File: config.mk
export PLATFORM = sky130hd
export DESIGN_NAME = keypad_scan_debounce_beep_top_flat
export DESIGN_NICKNAME = d
export VERILOG_FILES = /design/src/rtl/kpsdb_pkg.sv /design/src/rtl/kpsdb_if.sv /design/src/rtl/kpsdb_cfg_regs.sv /design/src/rtl/kpsdb_scan_fsm.sv /design/src/rtl/kpsdb_out_stage.sv /design/src/rtl/keypad_scan_debounce_beep_top.sv /design/src/flat_wrapper.sv
export SDC_FILE = /design/constraint.sdc
export NUM_CORES = 1
export LEC_CHECK = 0
export BUFFER_PORTS_ARGS = -buffer_cell sky130_fd_sc_hd__buf_4
export CORE_ASPECT_RATIO = 0.75
export CORE_MARGIN = 8
export CORE_UTILIZATION = 65
export DETAILED_ROUTE_END_ITERATION = 10
export PLACE_DENSITY = 0.86
export RECOVER_POWER = 25
export SETUP_SLACK_MARGIN = 0.1
export SLEW_MARGIN = 25
export SYNTH_ARGS = -nofsm -noshare
export SYNTH_HDL_FRONTEND = slang
export SYNTH_SLANG_ARGS = --single-unit
File: constraint.sdc
create_clock -name clk -period 6.1 [get_ports clk]
set_input_delay 0.305 -clock clk [delete_from_list [all_inputs] [get_ports clk]]
set_output_delay 0.305 -clock clk [all_outputs]
set_load 0.005 [all_outputs]
File: src/rtl/kpsdb_pkg.sv
`timescale 1ns / 1ps
`default_nettype none
// ----------------------------------------------------------------------------
// kpsdb_pkg
// Shared types, constants and key position tables for the keypad scanner.
// ----------------------------------------------------------------------------
package kpsdb_pkg;

    localparam int unsigned KEY_POSITIONS = 13;
    localparam int unsigned POS_W         = 4;
    localparam int unsigned ROWS_W        = 4;
    localparam int unsigned COLS_W        = 4;
    localparam int unsigned CODE_W        = 4;
    localparam int unsigned CNT_W         = 8;
    localparam int unsigned CFG_DATA_W    = 8;
    localparam int unsigned CFG_INDEX_W   = 1;

    localparam logic [CFG_INDEX_W-1:0] REG_DEBOUNCE_TICKS = 1'd0;
    localparam logic [CFG_INDEX_W-1:0] REG_BEEP_TOGGLES   = 1'd1;

    localparam logic [CNT_W-1:0] DEBOUNCE_RESET = 8'd20;
    localparam logic [CNT_W-1:0] BEEP_RESET     = 8'd100;

    typedef enum logic [4:0] {
        PH_SCAN    = 5'b00001,
        PH_DEB1    = 5'b00010,
        PH_RELEASE = 5'b00100,
        PH_DEB2    = 5'b01000,
        PH_BEEP    = 5'b10000
    } phase_t;

    typedef struct packed {
        logic [CNT_W-1:0] debounce_ticks;
        logic [CNT_W-1:0] beep_toggles;
    } cfg_t;

    typedef struct packed {
        logic [COLS_W-1:0] column_drive;
        logic              buzzer_out;
        logic              key_valid;
        logic [CODE_W-1:0] key_code;
    } result_t;

    // key code per scan position
    function automatic logic [CODE_W-1:0] pos_code(input logic [POS_W-1:0] pos);
        logic [CODE_W-1:0] code;
        case (pos)
            4'd0:    code = 4'd1;
            4'd1:    code = 4'd4;
            4'd2:    code = 4'd7;
            4'd3:    code = 4'd2;
            4'd4:    code = 4'd5;
            4'd5:    code = 4'd8;
            4'd6:    code = 4'd0;
            4'd7:    code = 4'd3;
            4'd8:    code = 4'd6;
            4'd9:    code = 4'd9;
            4'd10:   code = 4'd11;
            4'd11:   code = 4'd12;
            4'd12:   code = 4'd13;
            default: code = 4'd1;
        endcase
        return code;
    endfunction

    // bit of row_levels tested at each position (bit3 = row 7)
    function automatic logic [1:0] pos_row_bit(input logic [POS_W-1:0] pos);
        logic [1:0] rb;
        case (pos)
            4'd0, 4'd3, 4'd7, 4'd10: rb = 2'd3;
            4'd1, 4'd4, 4'd8, 4'd11: rb = 2'd2;
            4'd2, 4'd5, 4'd9, 4'd12: rb = 2'd1;
            4'd6:                    rb = 2'd0;
            default:                 rb = 2'd3;
        endcase
        return rb;
    endfunction

    // active-low column drive pattern at each position
    function automatic logic [COLS_W-1:0] pos_column_drive(input logic [POS_W-1:0] pos);
        logic [COLS_W-1:0] pat;
        case (pos)
            4'd0, 4'd1, 4'd2:        pat = 4'b0111;
            4'd3, 4'd4, 4'd5, 4'd6:  pat = 4'b1011;
            4'd7, 4'd8, 4'd9:        pat = 4'b1101;
            4'd10, 4'd11, 4'd12:     pat = 4'b1110;
            default:                 pat = 4'b0111;
        endcase
        return pat;
    endfunction

endpackage : kpsdb_pkg
`default_nettype wire

File: src/rtl/kpsdb_if.sv
`timescale 1ns / 1ps
`default_nettype none
// ----------------------------------------------------------------------------
// kpsdb_tick_if / kpsdb_result_if
// Valid/ready channels for scan ticks and scan results.
// ----------------------------------------------------------------------------
interface kpsdb_tick_if;
    logic       valid;
    logic       ready;
    logic [3:0] row_levels;

    modport source (output valid, output row_levels, input ready);
    modport sink   (input valid, input row_levels, output ready);
endinterface : kpsdb_tick_if

interface kpsdb_result_if;
    logic       valid;
    logic       ready;
    logic [3:0] column_drive;
    logic       buzzer_out;
    logic       key_valid;
    logic [3:0] key_code;

    modport source (output valid, output column_drive, output buzzer_out,
                    output key_valid, output key_code, input ready);
    modport sink   (input valid, input column_drive, input buzzer_out,
                    input key_valid, input key_code, output ready);
endinterface : kpsdb_result_if
`default_nettype wire

File: src/rtl/kpsdb_cfg_regs.sv
`timescale 1ns / 1ps
`default_nettype none
// ----------------------------------------------------------------------------
// kpsdb_cfg_regs
// Debounce and beep length registers behind a plain write port.
// ----------------------------------------------------------------------------
module kpsdb_cfg_regs (
    input  wire logic                              clk,
    input  wire logic                              rst_n,
    input  wire logic                              cfg_we,
    input  wire logic [kpsdb_pkg::CFG_INDEX_W-1:0] cfg_index,
    input  wire logic [kpsdb_pkg::CFG_DATA_W-1:0]  cfg_wdata,
    output kpsdb_pkg::cfg_t                        cfg
);
    import kpsdb_pkg::*;

    cfg_t cfg_reg;
    cfg_t cfg_next;

    always_comb
    begin
        cfg_next = cfg_reg;
        if (cfg_we)
        begin
            case (cfg_index)
                REG_DEBOUNCE_TICKS: cfg_next.debounce_ticks = cfg_wdata;
                REG_BEEP_TOGGLES:   cfg_next.beep_toggles   = cfg_wdata;
                default:            cfg_next = cfg_reg;
            endcase
        end
    end

    always_ff @(posedge clk or negedge rst_n)
    begin
        if (!rst_n)
        begin
            cfg_reg.debounce_ticks <= DEBOUNCE_RESET;
            cfg_reg.beep_toggles   <= BEEP_RESET;
        end
        else
        begin
            cfg_reg <= cfg_next;
        end
    end

    assign cfg = cfg_reg;

endmodule : kpsdb_cfg_regs
`default_nettype wire

File: src/rtl/kpsdb_scan_fsm.sv
`timescale 1ns / 1ps
`default_nettype none
// ----------------------------------------------------------------------------
// kpsdb_scan_fsm
// Per-tick scan, debounce, release and beep sequencing; one step per tick.
// ----------------------------------------------------------------------------
module kpsdb_scan_fsm (
    input  wire logic                         clk,
    input  wire logic                         rst_n,
    input  wire logic                         step,
    input  wire logic [kpsdb_pkg::ROWS_W-1:0] row_levels,
    input  wire kpsdb_pkg::cfg_t              cfg,
    output kpsdb_pkg::result_t                result
);
    import kpsdb_pkg::*;

    phase_t            phase_reg,  phase_next;
    logic [POS_W-1:0]  pos_reg,    pos_next;
    logic [CNT_W-1:0]  wait_reg,   wait_next;
    logic [CNT_W-1:0]  toggle_reg, toggle_next;
    logic              buzz_reg,   buzz_next;
    logic [CODE_W-1:0] held_reg,   held_next;

    logic [POS_W-1:0]  pos_safe;
    logic [POS_W-1:0]  pos_adv;
    logic              row_low;
    logic              done;

    always_comb
    begin
        pos_safe = (pos_reg < POS_W'(KEY_POSITIONS)) ? pos_reg : '0;
        pos_adv  = (pos_safe == POS_W'(KEY_POSITIONS - 1)) ? '0 : pos_safe + 1'b1;
        row_low  = ~row_levels[pos_row_bit(pos_safe)];

        phase_next  = phase_reg;
        pos_next    = pos_reg;
        wait_next   = wait_reg;
        toggle_next = toggle_reg;
        buzz_next   = buzz_reg;
        held_next   = held_reg;
        done        = 1'b0;

        case (phase_reg)
            PH_SCAN:
            begin
                if (row_low)
                begin
                    held_next  = pos_code(pos_safe);
                    wait_next  = cfg.debounce_ticks;
                    phase_next = PH_DEB1;
                end
                else
                begin
                    pos_next = pos_adv;
                end
            end
            PH_DEB1:
            begin
                if (wait_reg <= 8'd1)
                begin
                    wait_next  = '0;
                    phase_next = PH_RELEASE;
                end
                else
                begin
                    wait_next = wait_reg - 8'd1;
                end
            end
            PH_RELEASE:
            begin
                // release tick reloads but is not counted
                if (!row_low)
                begin
                    wait_next  = cfg.debounce_ticks;
                    phase_next = PH_DEB2;
                end
            end
            PH_DEB2:
            begin
                if (wait_reg <= 8'd1)
                begin
                    wait_next = '0;
                    if (cfg.beep_toggles == '0)
                    begin
                        done       = 1'b1;
                        pos_next   = pos_adv;
                        phase_next = PH_SCAN;
                    end
                    else
                    begin
                        toggle_next = cfg.beep_toggles;
                        phase_next  = PH_BEEP;
                    end
                end
                else
                begin
                    wait_next = wait_reg - 8'd1;
                end
            end
            PH_BEEP:
            begin
                buzz_next = ~buzz_reg;
                if (toggle_reg <= 8'd1)
                begin
                    toggle_next = '0;
                    done        = 1'b1;
                    pos_next    = pos_adv;
                    phase_next  = PH_SCAN;
                end
                else
                begin
                    toggle_next = toggle_reg - 8'd1;
                end
            end
            default:
            begin
                phase_next = PH_SCAN;
            end
        endcase

        result.column_drive = pos_column_drive(pos_next);
        result.buzzer_out   = buzz_next;
        result.key_valid    = done;
        result.key_code     = done ? held_reg : '0;
    end

    always_ff @(posedge clk or negedge rst_n)
    begin
        if (!rst_n)
        begin
            phase_reg  <= PH_SCAN;
            pos_reg    <= '0;
            wait_reg   <= '0;
            toggle_reg <= '0;
            buzz_reg   <= 1'b1;
            held_reg   <= '0;
        end
        else if (step)
        begin
            phase_reg  <= phase_next;
            pos_reg    <= pos_next;
            wait_reg   <= wait_next;
            toggle_reg <= toggle_next;
            buzz_reg   <= buzz_next;
            held_reg   <= held_next;
        end
    end

endmodule : kpsdb_scan_fsm
`default_nettype wire

File: src/rtl/kpsdb_out_stage.sv
`timescale 1ns / 1ps
`default_nettype none
// ----------------------------------------------------------------------------
// kpsdb_out_stage
// Result register; takes a new result when it is empty or when the held one is leaving.
// ----------------------------------------------------------------------------
module kpsdb_out_stage (
    input  wire logic              clk,
    input  wire logic              rst_n,
    input  wire logic              load,
    input  wire kpsdb_pkg::result_t result,
    output logic                   can_load,
    kpsdb_result_if.source         out_ch
);
    import kpsdb_pkg::*;

    logic    valid_reg, valid_next;
    result_t data_reg;

    assign can_load   = !valid_reg || out_ch.ready;
    assign valid_next = load || (valid_reg && !out_ch.ready);

    always_ff @(posedge clk or negedge rst_n)
    begin
        if (!rst_n)
        begin
            valid_reg <= 1'b0;
        end
        else
        begin
            valid_reg <= valid_next;
        end
    end

    always_ff @(posedge clk)
    begin
        if (load)
        begin
            data_reg <= result;
        end
    end

    assign out_ch.valid        = valid_reg;
    assign out_ch.column_drive = data_reg.column_drive;
    assign out_ch.buzzer_out   = data_reg.buzzer_out;
    assign out_ch.key_valid    = data_reg.key_valid;
    assign out_ch.key_code     = data_reg.key_code;

endmodule : kpsdb_out_stage
`default_nettype wire

File: src/rtl/keypad_scan_debounce_beep_top.sv
`timescale 1ns / 1ps
`default_nettype none
// Output: each accepted tick's result is registered in the result register before it is presented.
// Throughput: 1 tick per cycle; ready drops only while a result is held
// and the result channel is stalled.
// Reset: scanning from column 0 row 7, buzzer high, debounce 20, beep 100,
// result register empty.
// ----------------------------------------------------------------------------
// keypad_scan_debounce_beep_top
// 4x4 keypad scanner with debounce and key-click buzzer, one tick per step.
// ----------------------------------------------------------------------------
module keypad_scan_debounce_beep_top (
    input  wire logic                              clk,
    input  wire logic                              rst_n,
    input  wire logic                              cfg_we,
    input  wire logic [kpsdb_pkg::CFG_INDEX_W-1:0] cfg_index,
    input  wire logic [kpsdb_pkg::CFG_DATA_W-1:0]  cfg_wdata,
    kpsdb_tick_if.sink                             tick,
    kpsdb_result_if.source                         result
);
    import kpsdb_pkg::*;

    cfg_t    cfg;
    result_t step_result;
    logic    can_load;
    logic    step;

    assign tick.ready = can_load;
    assign step       = tick.valid && can_load;

    kpsdb_cfg_regs u_cfg_regs (
        .clk       (clk),
        .rst_n     (rst_n),
        .cfg_we    (cfg_we),
        .cfg_index (cfg_index),
        .cfg_wdata (cfg_wdata),
        .cfg       (cfg)
    );

    kpsdb_scan_fsm u_scan_fsm (
        .clk        (clk),
        .rst_n      (rst_n),
        .step       (step),
        .row_levels (tick.row_levels),
        .cfg        (cfg),
        .result     (step_result)
    );

    kpsdb_out_stage u_out_stage (
        .clk      (clk),
        .rst_n    (rst_n),
        .load     (step),
        .result   (step_result),
        .can_load (can_load),
        .out_ch   (result)
    );

endmodule : keypad_scan_debounce_beep_top
`default_nettype wire
File: src/flat_wrapper.sv
// flat-port wrapper written by rule: the top's interface ports become plain ports
module keypad_scan_debounce_beep_top_flat import kpsdb_pkg::*;
  (clk, rst_n, cfg_we, cfg_index, cfg_wdata, tick_valid, tick_row_levels, tick_ready, result_valid, result_column_drive, result_buzzer_out, result_key_valid, result_key_code, result_ready);
  kpsdb_tick_if tick_i ();
  kpsdb_result_if result_i ();
  input  wire logic clk;
  input  wire logic rst_n;
  input  wire logic cfg_we;
  input  wire logic [kpsdb_pkg::CFG_INDEX_W-1:0] cfg_index;
  input  wire logic [kpsdb_pkg::CFG_DATA_W-1:0] cfg_wdata;
  input wire logic [$bits(tick_i.valid)-1:0] tick_valid;
  input wire logic [$bits(tick_i.row_levels)-1:0] tick_row_levels;
  output wire logic [$bits(tick_i.ready)-1:0] tick_ready;
  output wire logic [$bits(result_i.valid)-1:0] result_valid;
  output wire logic [$bits(result_i.column_drive)-1:0] result_column_drive;
  output wire logic [$bits(result_i.buzzer_out)-1:0] result_buzzer_out;
  output wire logic [$bits(result_i.key_valid)-1:0] result_key_valid;
  output wire logic [$bits(result_i.key_code)-1:0] result_key_code;
  input wire logic [$bits(result_i.ready)-1:0] result_ready;
  assign tick_i.valid = tick_valid;
  assign tick_i.row_levels = tick_row_levels;
  assign tick_ready = tick_i.ready;
  assign result_valid = result_i.valid;
  assign result_column_drive = result_i.column_drive;
  assign result_buzzer_out = result_i.buzzer_out;
  assign result_key_valid = result_i.key_valid;
  assign result_key_code = result_i.key_code;
  assign result_i.ready = result_ready;
  keypad_scan_debounce_beep_top u_core (.clk(clk), .rst_n(rst_n), .cfg_we(cfg_we), .cfg_index(cfg_index), .cfg_wdata(cfg_wdata), .tick(tick_i), .result(result_i));
endmodule
# ---- Word-level counts from Yosys, hierarchy flattened
# Memory sizes are Yosys's and may differ from the RTL's. A register that Yosys moved wholly into a read port is not among the register bits.
# Cells that the tools add are included.
dict set report word_totals {
  register_bits 49
  mem_bits_ro 160
  in_bits 18
  out_inout_bits 12
  word_cells 82
  n_memories 3
}
dict set report classes {
  n_addsub 3
  n_lt_le_gt_ge 4
  n_eq_ne 12
  mux 29
  bitwise_logic 3
  reduce_logical 17
}
# name depth width read_ports rd_ports_with_merged_regs wr line_no
set memory_table {}
lappend memory_table {{(name not given)} 16 4 1 1 0 kpsdb_pkg.sv:47} ;# case (pos)
lappend memory_table {{(name not given)} 16 4 1 1 0 kpsdb_pkg.sv:82} ;# case (pos)
lappend memory_table {{(name not given)} 16 2 1 0 0 kpsdb_pkg.sv:69} ;# case (pos)
# operator count
set op_table {}
lappend op_table {{$mux W8} 6}
lappend op_table {{$mux W5} 6}
lappend op_table {{$pmux W5 S5} 1}
lappend op_table {{$mux W4} 6}
lappend op_table {{$pmux W8 S3} 1}
lappend op_table {{$le A8 B1 Y1 const B} 2}
lappend op_table {{$pmux W8 S2} 1}
lappend op_table {{$sub A8 B1 Y8 const B} 2}
lappend op_table {{$ne A2 B2 Y1 const B} 6}
lappend op_table {{$pmux W4 S3} 1}
lappend op_table {{$logic_not A8 Y1} 1}
lappend op_table {{$reduce_and A4 Y1} 2}
lappend op_table {{$reduce_and A6 Y1} 1}
lappend op_table {{$eq A5 B1 Y1 const B} 1}
lappend op_table {{$eq A5 B2 Y1 const B} 1}
lappend op_table {{$eq A5 B3 Y1 const B} 1}
lappend op_table {{$eq A5 B4 Y1 const B} 1}
lappend op_table {{$eq A5 B5 Y1 const B} 1}
lappend op_table {{$mux W1} 5}
lappend op_table {{$add A4 B1 Y4 const B} 1}
lappend op_table {{$eq A4 B4 Y1 const B} 1}
lappend op_table {{$lt A4 B4 Y1 const B} 1}
lappend op_table {{$reduce_and A2 Y1} 2}
lappend op_table {{$logic_not A1 Y1} 3}
lappend op_table {{other kinds (10)} 14}

# ---- Depth between registers and ports, before layout
# Gate-level depths: netlist of the first run.
dict set report logic_depth {
  word_depth 7
  ltp_mapped 13
}

# ---- Hierarchy
# A second synthesis of the first run with hierarchy kept.
dict set report unflattened {
  cells_unflattened 359
  hier_area_um2 3524.6
}
# mod n_inst cells_each area_per_inst_um2 seq_area_each_um2
set by_module_without_submodules {}
lappend by_module_without_submodules {kpsdb_scan_fsm 1 310 2522.4 753.2}
lappend by_module_without_submodules {kpsdb_cfg_regs 1 35 648.1 406.6}
lappend by_module_without_submodules {kpsdb_out_stage 1 13 347.8 325.3}
lappend by_module_without_submodules {keypad_scan_debounce_beep_top 1 1 6.3 0.0}

# ---- Worst setup path after synthesis of the first run
# No wires, ideal clock.
dict set report synth_timing {
  path_kind {reg-to-reg}
  start {register u_core.u_scan_fsm.pos_reg[2]}
  end {register, netlist name u_core.u_out_stage.out_ch.column_drive[1]}
  setup_time_ps 265
  arrival_time_ps 2774
  setup_slack_ps 3060
  stages_incl_launch_ff 12
  path_buffers 2
  period_less_slack_ps 3040
  path_cell_list {dfrtp_1 buf_4 nand2_1 nand2_1 ha_1 clkbuf_2 mux4_2 a311o_1 o22ai_4 o31a_1 nand2_2 mux2i_1}
}
dict set report synth_via {
  elab_chain_cells 7
  word_cells_on_any_way 13
  cone_classes {add/sub (1); order compare (1); eq/ne (1); mux (9); memory (1)}
}
# element line_no
set synth_lines {}
lappend synth_lines {{start, declared} kpsdb_scan_fsm.sv:18} ;# logic [POS_W-1:0] pos_reg, pos_next;
lappend synth_lines {{start signal, assigned} kpsdb_scan_fsm.sv:141} ;# pos_reg <= pos_next;
lappend synth_lines {{$lt A4 B4 Y1} kpsdb_scan_fsm.sv:31} ;# pos_safe = (pos_reg < POS_W'(KEY_POSITIONS)) ? pos_reg : '0;
lappend synth_lines {{$mux W4} kpsdb_scan_fsm.sv:31}
lappend synth_lines {{$mem_v2 Z16 W2 (tied with other cells)} n/a}
lappend synth_lines {{$bmux W1 S2 / $mux W4 (equally long branches)} {kpsdb_scan_fsm.sv:33, kpsdb_scan_fsm.sv:32}}
lappend synth_lines {{$mux W1 (not written as such) / $mux W4 (equally long branches)} {kpsdb_scan_fsm.sv:33, kpsdb_scan_fsm.sv:83}}
lappend synth_lines {{$mux W4 (on tied branches)} {kpsdb_scan_fsm.sv:46, kpsdb_scan_fsm.sv:80}}
lappend synth_lines {{$pmux W4 S3 (*)} kpsdb_scan_fsm.sv:43} ;# case (phase_reg)
# Every way passes the cells marked *; elsewhere a longest branch is shown, timed or not. The select of a mux whose other input is x is not followed.
# A chain may end at the register's enable or synchronous reset.

# ---- Final worst setup path of the first run
dict set report layout_timing {
  start {register u_core.u_scan_fsm.pos_reg[2]}
  end {register u_core.u_scan_fsm.wait_reg[3]}
}
dict set report layout_via {
  elab_chain_cells 7
  word_cells_on_any_way 8
  cone_classes {order compare (1); eq/ne (2); mux (3); reduce/logical (1); memory (1)}
}
# element line_no
set layout_lines {}
lappend layout_lines {{$lt A4 B4 Y1} kpsdb_scan_fsm.sv:31}
lappend layout_lines {{$mux W4 (*)} kpsdb_scan_fsm.sv:31}
lappend layout_lines {{$mem_v2 Z16 W2 (*)} n/a}
lappend layout_lines {{$bmux W1 S2 (*)} kpsdb_scan_fsm.sv:33} ;# row_low = ~row_levels[pos_row_bit(pos_safe)];
lappend layout_lines {{$mux W1 (not written as such) (*)} kpsdb_scan_fsm.sv:33}
lappend layout_lines {{$ne A2 B2 Y1 (no source line)} n/a}
lappend layout_lines {{$reduce_and A4 Y1 (no source line) (*)} n/a}
lappend layout_lines {{end signal, assigned} kpsdb_scan_fsm.sv:142} ;# wait_reg <= wait_next;
lappend layout_lines {{end, declared} kpsdb_scan_fsm.sv:19} ;# logic [CNT_W-1:0] wait_reg, wait_next;
# Marked as above.

==> qor.yml, run 1 <==
clock_tree:
  htree_levels: 3
  path_clk_slew_ns: 0.07
  clock_latency_ns: 0.34
  clock-root-buffer: "clkbuf_8"
  post-cts-setup-buffers: 0
  cts_tree: "yes"
  cts.sink_count: 57
  numCtsBuffers: 9
  clk_path_buf_depth: 2
place:
  portBuffers: 29
  dp_hpwl_um: 5869
  globalplace.congestion: 0.9521
  placed_cells: 455
yosys:
  netlist_top_cells_area: "dfrtp_1 28%, edfxtp_1 8.4%, mux2_2 5.7%, dfstp_2 5.2%, o21ai_0 4.8%"
  synth-edff-count: 10
  synth_top_area_share_pct: 28.09
  synthArstFlopShare_pct: 82.46
  yosysUniqueCellTypes: 64
  postSynthNetCount: 400
  yosysTopAreaCell: "dfrtp_1"
  ys.flop_type: "dfrtp_1"
  synth-seq-area-share_pct: 41.68
  yosysWarnings: 0
  syn_area_um2: 3563
  synth_seq_cells: 57
  syn_area_per_cell_um2: 9.579
  synth_common_cells: "40 x dfrtp_1, 34 x o21ai_0, 33 x nor2_1"
  yosysMostFrequentCell: "dfrtp_1"
  synthCells: 372
finish:
  final_nets: 420
  fillers: 375
  register_area_um2: 1485
  largest_reg_flops: 16
  multiInputGateArea_um2: 1902
  layout-drive-gt1-share_pct: 20.40
  area_growth_syn_to_layout_pct: 10.67
  diodes: 0
  finalNonFillerCells: 472
min_path:
  hold_path_class: "in -> reg"
  holdPathStages: 2
detailed_routing:
  dr_total_vias: 3031
  drt_first_pass_iters: 5
  ant_nets: 0
  drt_wl_total_um: 8066
  routed_via_density: 6.422
  drc: 0
  first_iter_violations: 366
  wire_per_inst_um: 17.09
timing:
  max_freq_ghz: 0.2593
  tightest_slew_ns: 2.471
  final.setup.tns_ns: 0
  hold_violations: 0
  period_needed_ns: 3.857
  rsz0062_at_grt: "no"
  skew_ns: 0.01060
  fin_hold_ws_ns: 0.1685
  period_share_pct: 63.23
  drv_slew: 48
  relSlewSlack_pct: -64.71
  setup_violations: 0
run:
  drv_cap: 1
global_routing:
  grt_max_degree: 48
  overflow: 0
  antenna_found_initial: 0
  grt_pass1_wl_um: 13240
  grt_pass1_vias: 2732
  grt.total_usage_pct: 20.75
worst_setup_path:
  cp_slowest_cell: "mux2i_2"
  crit_path_cell_trace: "nand2_1 > nand2_1 > ha_1 > mux4_2 > mux2i_1 > mux2i_1 > mux2i_2 > or2_1 > o21ai_0"
  crit_arrival_ns: 4.05
  crit_buf_inv: 0
  max_stage_delay_ns: 0.69
  start_kind: "register"
  cp.required_ns: 6.29
  path_delay_family: "multiplexers"
  path_depth: 9
  worst_setup_path_end_kind: "register"
  path_max_fanout: 17
  worstRegToRegCells: 9
  criticalPathCategory: "reg -> reg"
floorplanning:
  start_util_pct: 66.93
  fp.dieArea_um2: 8132
  io_pins: 30
  die_y_um: 80.12
  core-area_um2: 5324
  dieWidth_um: 101.5
  row_count: 23
power_and_ir_drop:
  powerDensity_nw_per_um2: 525.3
  leakage_nw: 1.635
  peakVddDrop_v: 0.0003363
run_status:
  violations: "capacitance limit, slew limit"
  status: "finished, violations left"
-- worst paths after layout --
path                       slack [ns]                           from                              end
setup / recovery                 2.24   u_core.u_scan_fsm.pos_reg[2]    u_core.u_scan_fsm.wait_reg[3]
hold / removal                   0.17                     tick_valid  u_core.u_out_stage.out_ch.valid
setup reg to reg                 2.24   u_core.u_scan_fsm.pos_reg[2]    u_core.u_scan_fsm.wait_reg[3]
hold reg to reg                  0.49  u_core.u_scan_fsm.held_reg[0]    u_core.u_scan_fsm.held_reg[0]
max in group asynchronous        3.40                          rst_n    u_core.u_scan_fsm.wait_reg[1]
min in group asynchronous        1.29                          rst_n  u_core.u_out_stage.out_ch.valid
-- worst reg2reg max path, stage by stage, from the launching register on --
cell,delay [ns]
dfrtp_1,0.66
nand2_1,0.26
nand2_1,0.28
ha_1,0.39
mux4_2,0.58
mux2i_1,0.15
mux2i_1,0.20
mux2i_2,0.69
or2_1,0.36
o21ai_0,0.14
-- layout make-up --
class	count	share of cell area (%)
Clock inverter	6	1.523
Multi-Input combinational cell	280	48.22
Clock buffer	10	3.236
Tap cell	75	2.379
Inverter	14	1.396
Timing Repair Buffer	30	5.584
Sequential cell	57	37.66
-- power by group --
| part | total, mW | internal [mW] | switching [mW] |
|---|---|---|---|
| Clock | 0.339 | 0.186 | 0.153 |
| Combinational | 1.05 | 0.426 | 0.627 |
| Sequential | 0.679 | 0.524 | 0.155 |
| Total | 2.07 | 1.14 | 0.936 |
-- what timing repair did --
action | in CTS | in global routing
hold buffers | 1 | 0
resized for setup | 0 | 0
endpoints found under the hold margin | 40 | 0
-- layer usage --
layer	global-route usage (%)	vias up	share of wire [%]
met5	0	-	0
li1	-	1400	-
met1	29.26	1482	47
met3	5.699	16	7.2
met2	29.95	133	45
met4	6.963	0	1.4
-- kinds of logic after synthesis --
kind of cell | Yosys count | share of synthesized area [%]
AO/OA/AOI/OAI | 106 | 18.57
AND/OR/NAND/NOR | 123 | 18.86
flip-flops | 57 | 41.68
multiplexers | 33 | 10.46
XOR/XNOR | 8 | 1.966
buffers and inverters | 35 | 4.951
adder cells (fa/ha/maj) | 10 | 3.511
-- per-stage QoR --
stage / utilization, % / cell area (um^2) / power (mW) / worst slack [ns]
final: 74.08 / 3944 / 2.072 / 2.243
after global placement: 70.51 / 3754 / 1.668 / 2.505
after floorplan: - / 3563 / 1.501 / 3.060
after global routing: 74.08 / 3944 / 2.222 / 1.997
after CTS: 74.22 / 3951 / 2.051 / 2.318
after detailed placement: 70.51 / 3754 / 1.706 / 2.337
-- placed cells by master, fill, tap and decap left out, types with 10 or more instances in the layout --
master / Yosys / layout
mux2_2: 18 / 18
mux2i_1: 10 / 10
nor3_1: 11 / 11
nand2_1: 26 / 26
a21oi_1: 22 / 22
ha_1: 10 / 10
o21ai_0: 34 / 34
nor2_1: 33 / 33
dfrtp_1: 40 / 40
buf_4: 2 / 27
nand3_1: 10 / 10
o31ai_1: 10 / 10
edfxtp_1: 10 / 10
inv_1: 13 / 13
No activity file was read; power rests on OpenSTA's default activity.
==> run 2, diff against run 1 <==
Settings changed: ABC_AREA from default to 1, CORE_UTILIZATION 65 to 59, PLACE_DENSITY 0.86 to 0.79.
Clock period 6.1 ns to 4 ns, I/O delays scaled along.
==> qor.yml, run 2 <==
finish:
  layout-drive-gt1-share_pct: 15.83  # -4.6 points
  post-route-util_pct: 69.99  # -4.1 points
  finalNonFillerCells: 511  # +8.3%
  diodes: 0  # unchanged
  largest_reg_flops: 16  # unchanged
  final_cell_mix: "89 x nand2_1, 58 x inv_1, 47 x o21ai_0"
  layout_commonest_cell: "nand2_1"
  area_growth_syn_to_layout_pct: 15.21
  final_nets: 459  # +9.3%
worst_setup_path:
  reg2reg_from: "u_core.u_scan_fsm.pos_reg[2]"
  criticalPathCategory: "reg -> reg"
  cp_common_cell: "nand2_1"
  crit_path_cell_trace: "nand2_1 > inv_2 > nor2_1 > inv_1 > ha_1 > inv_1 > nand3_1 > nand3_1 > nand2_1 > nand3_2 > nand3_4 > nand2_4 > nand3b_1 > o21ai_2 > inv_1 > nand2_1 > nand2_1"
  worstSetupStartpoint: "u_core.u_scan_fsm.pos_reg[2]"
  crit_arrival_ns: 3.19  # -0.86 ns
  max_stage_delay_ns: 0.49  # -0.20 ns
  path_max_fanout: 8  # -9
  cp_slowest_cell: "dfrtp_1"
  start_kind: "register"
  cp.required_ns: 4.11  # -2.18 ns
  worst_setup_path_end_kind: "register"
run:
  drv_cap: 1  # unchanged
clock_tree:
  clock_latency_ns: 0.35  # about the same
  path_clk_slew_ns: 0.07  # about the same
  clock-root-buffer: "clkbuf_8"
  cts_tree: "yes"
  numCtsBuffers: 9  # unchanged
  cts.sink_count: 57  # unchanged
  htree_levels: 3  # unchanged
  clk_path_buf_depth: 2  # unchanged
yosys:
  synth_seq_cells: 57  # unchanged
  yosysMostFrequentCell: "nand2_1"
  yosysWarnings: 0  # unchanged
  synth-edff-count: 10  # unchanged
  synth_common_cells: "89 x nand2_1, 58 x inv_1, 47 x o21ai_0"
  yosysTopAreaCell: "dfrtp_1"
  syn_area_um2: 3217  # -9.7%
  synth-seq-area-share_pct: 46.17  # +4.5 points
  ys.flop_type: "dfrtp_1"
  netlist_top_cells_area: "dfrtp_1 31%, nand2_1 10%, edfxtp_1 9.3%, o21ai_0 7.3%, inv_1 6.8%"
  synthArstFlopShare_pct: 82.46  # unchanged
  synthCells: 396  # +6.5%
  postSynthNetCount: 424  # +6.0%
  synth_top_area_share_pct: 31.12  # +3.0 points
  syn_area_per_cell_um2: 8.123  # -15%
  yosysUniqueCellTypes: 41  # -36%
detailed_routing:
  routed_via_density: 5.421  # -16%
  drt_wl_total_um: 7315  # -9.3%
  ant_nets: 0  # unchanged
  wire_per_inst_um: 14.32  # -16%
  drt_first_pass_iters: 5  # unchanged
  first_iter_violations: 195  # -47%
  dr_total_vias: 2770  # -8.6%
  drc: 0  # unchanged
global_routing:
  grt_pass1_wl_um: 12080  # -8.8%
  antenna_found_initial: 0  # unchanged
  grt_pass1_vias: 2681  # -1.9%
  overflow: 0  # unchanged
  grt.total_usage_pct: 18.96  # -1.8 points
  grt_max_degree: 48  # unchanged
floorplanning:
  fp.dieArea_um2: 8095  # -0.45%
  dieWidth_um: 101.3  # -0.23%
  start_util_pct: 60.75  # -6.2 points
  row_count: 23  # unchanged
  core-area_um2: 5295  # -0.54%
  io_pins: 30  # unchanged
  die_y_um: 79.95  # -0.22%
timing:
  drv_slew: 48  # unchanged
  max_freq_ghz: 0.3238  # +25%
  rsz0062_at_grt: "no"
  fin_hold_ws_ns: 0.05015  # -0.1183 ns
  period_needed_ns: 3.088  # -0.7693 ns
  setup_violations: 0  # unchanged
  period_share_pct: 77.20  # +14 points
  tightest_slew_ns: 2.549  # +0.07813 ns
  skew_ns: 0.008520  # -0.002080 ns
  hold_violations: 0  # unchanged
  final.setup.tns_ns: 0  # unchanged
  relSlewSlack_pct: -69.92  # -5.2 points
place:
  portBuffers: 29  # unchanged
  placed_cells: 494  # +8.6%
  dp_hpwl_um: 5393  # -8.1%
  globalplace.congestion: 0.9327  # -2.0%
min_path:
  hold_start: "tick_valid"
  hold_path_class: "in -> reg"
power_and_ir_drop:
  powerDensity_nw_per_um2: 688.2  # +31%
  peakVddDrop_v: 0.0003425  # +1.8%
  leakage_nw: 1.777  # +8.7%
run_status:
  violations: "capacitance limit, slew limit"
  status: "finished, violations left"
[run 2: changes by cell type after synthesis, moves of 8 or more]
cell      before  now
a21oi_1       22   13
nand3_1       10   18
o21ai_0       34   47
clkbuf_1      11    3
mux2i_1       10    0
mux2_2        18    0
o31ai_1       10    2
inv_1         13   58
nor2_1        33   25
nand2_1       26   89
[run 2: routing by layer]
layer / vias up / GRT usage, % / wire (um)
met5: - / 0 / 0
met4: 0 / 6.222 / 74
met3: 8 / 6.185 / 518
met2: 89 / 28.57 / 3163
met1: 1297 / 25.09 / 3558
li1: 1376 / - / -
[run 2: final cells by class]
class | count | area (um^2)
Tap cell | 75 | 93.84
Sequential cell | 57 | 1485
Timing Repair Buffer | 30 | 224.0
Multi-Input combinational cell | 270 | 1461
Clock buffer | 9 | 123.9
Fill cell | 443 | 1589
Inverter | 63 | 239.0
Clock inverter | 7 | 78.83
[run 2: stage by stage]
stage          power, mW  setup slack, ns  area (um^2)
2_1_floorplan      1.733            1.405         3217
3_3_place_gp       1.950            1.154         3497
3_5_place_dp       1.997           0.9839         3497
4_1_cts            2.548           0.9786         3710
5_1_grt            2.746           0.6762         3706
6_report           2.551           0.9121         3706
[run 2: final timing paths]
check | end | slack [ns] | cells after the start
max in group asynchronous | u_core.u_cfg_regs.cfg[15] | 1.37 | 2
hold reg to reg | u_core.u_cfg_regs.cfg[9] | 0.49 | 2
hold / removal | u_core.u_out_stage.out_ch.valid | 0.05 | 3
setup / recovery | u_core.u_out_stage.out_ch.column_drive[3] | 0.91 | 17
min in group asynchronous | u_core.u_scan_fsm.pos_reg[3] | 1.19 | 2
setup reg to reg | u_core.u_out_stage.out_ch.column_drive[3] | 0.91 | 17
[run 2: repair_timing]
action,4_1_cts,5_1_grt
resized for setup,0,0
hold buffers,1,0
endpoints found under the hold margin,40,0
setup buffers,0,0
[run 2: where the power goes]
part           leakage [nW]  total (mW)  internal (mW)  switching, mW
logic                  1.03        1.11          0.377          0.735
registers             0.659       0.899          0.770          0.129
clock network        0.0921       0.541          0.291          0.250
total                  1.78        2.55           1.44           1.11
[run 2: worst max-delay path: cells and delay by family (launching register included)]
kind	cells	cell delay, ns
AND/OR/NAND/NOR	11	1.43
buffers and inverters	4	0.45
adder cells (fa/ha/maj)	1	0.36
AO/OA/AOI/OAI	1	0.13
flip-flops	1	0.49
[run 2: cell families after synthesis]
family | after synthesis | share of synthesized area [%]
AO/OA/AOI/OAI | 85 | 15.05
XOR/XNOR | 7 | 1.906
adder cells (fa/ha/maj) | 10 | 3.890
buffers and inverters | 69 | 8.401
flip-flops | 57 | 46.17
multiplexers | 2 | 0.7001
AND/OR/NAND/NOR | 166 | 23.88
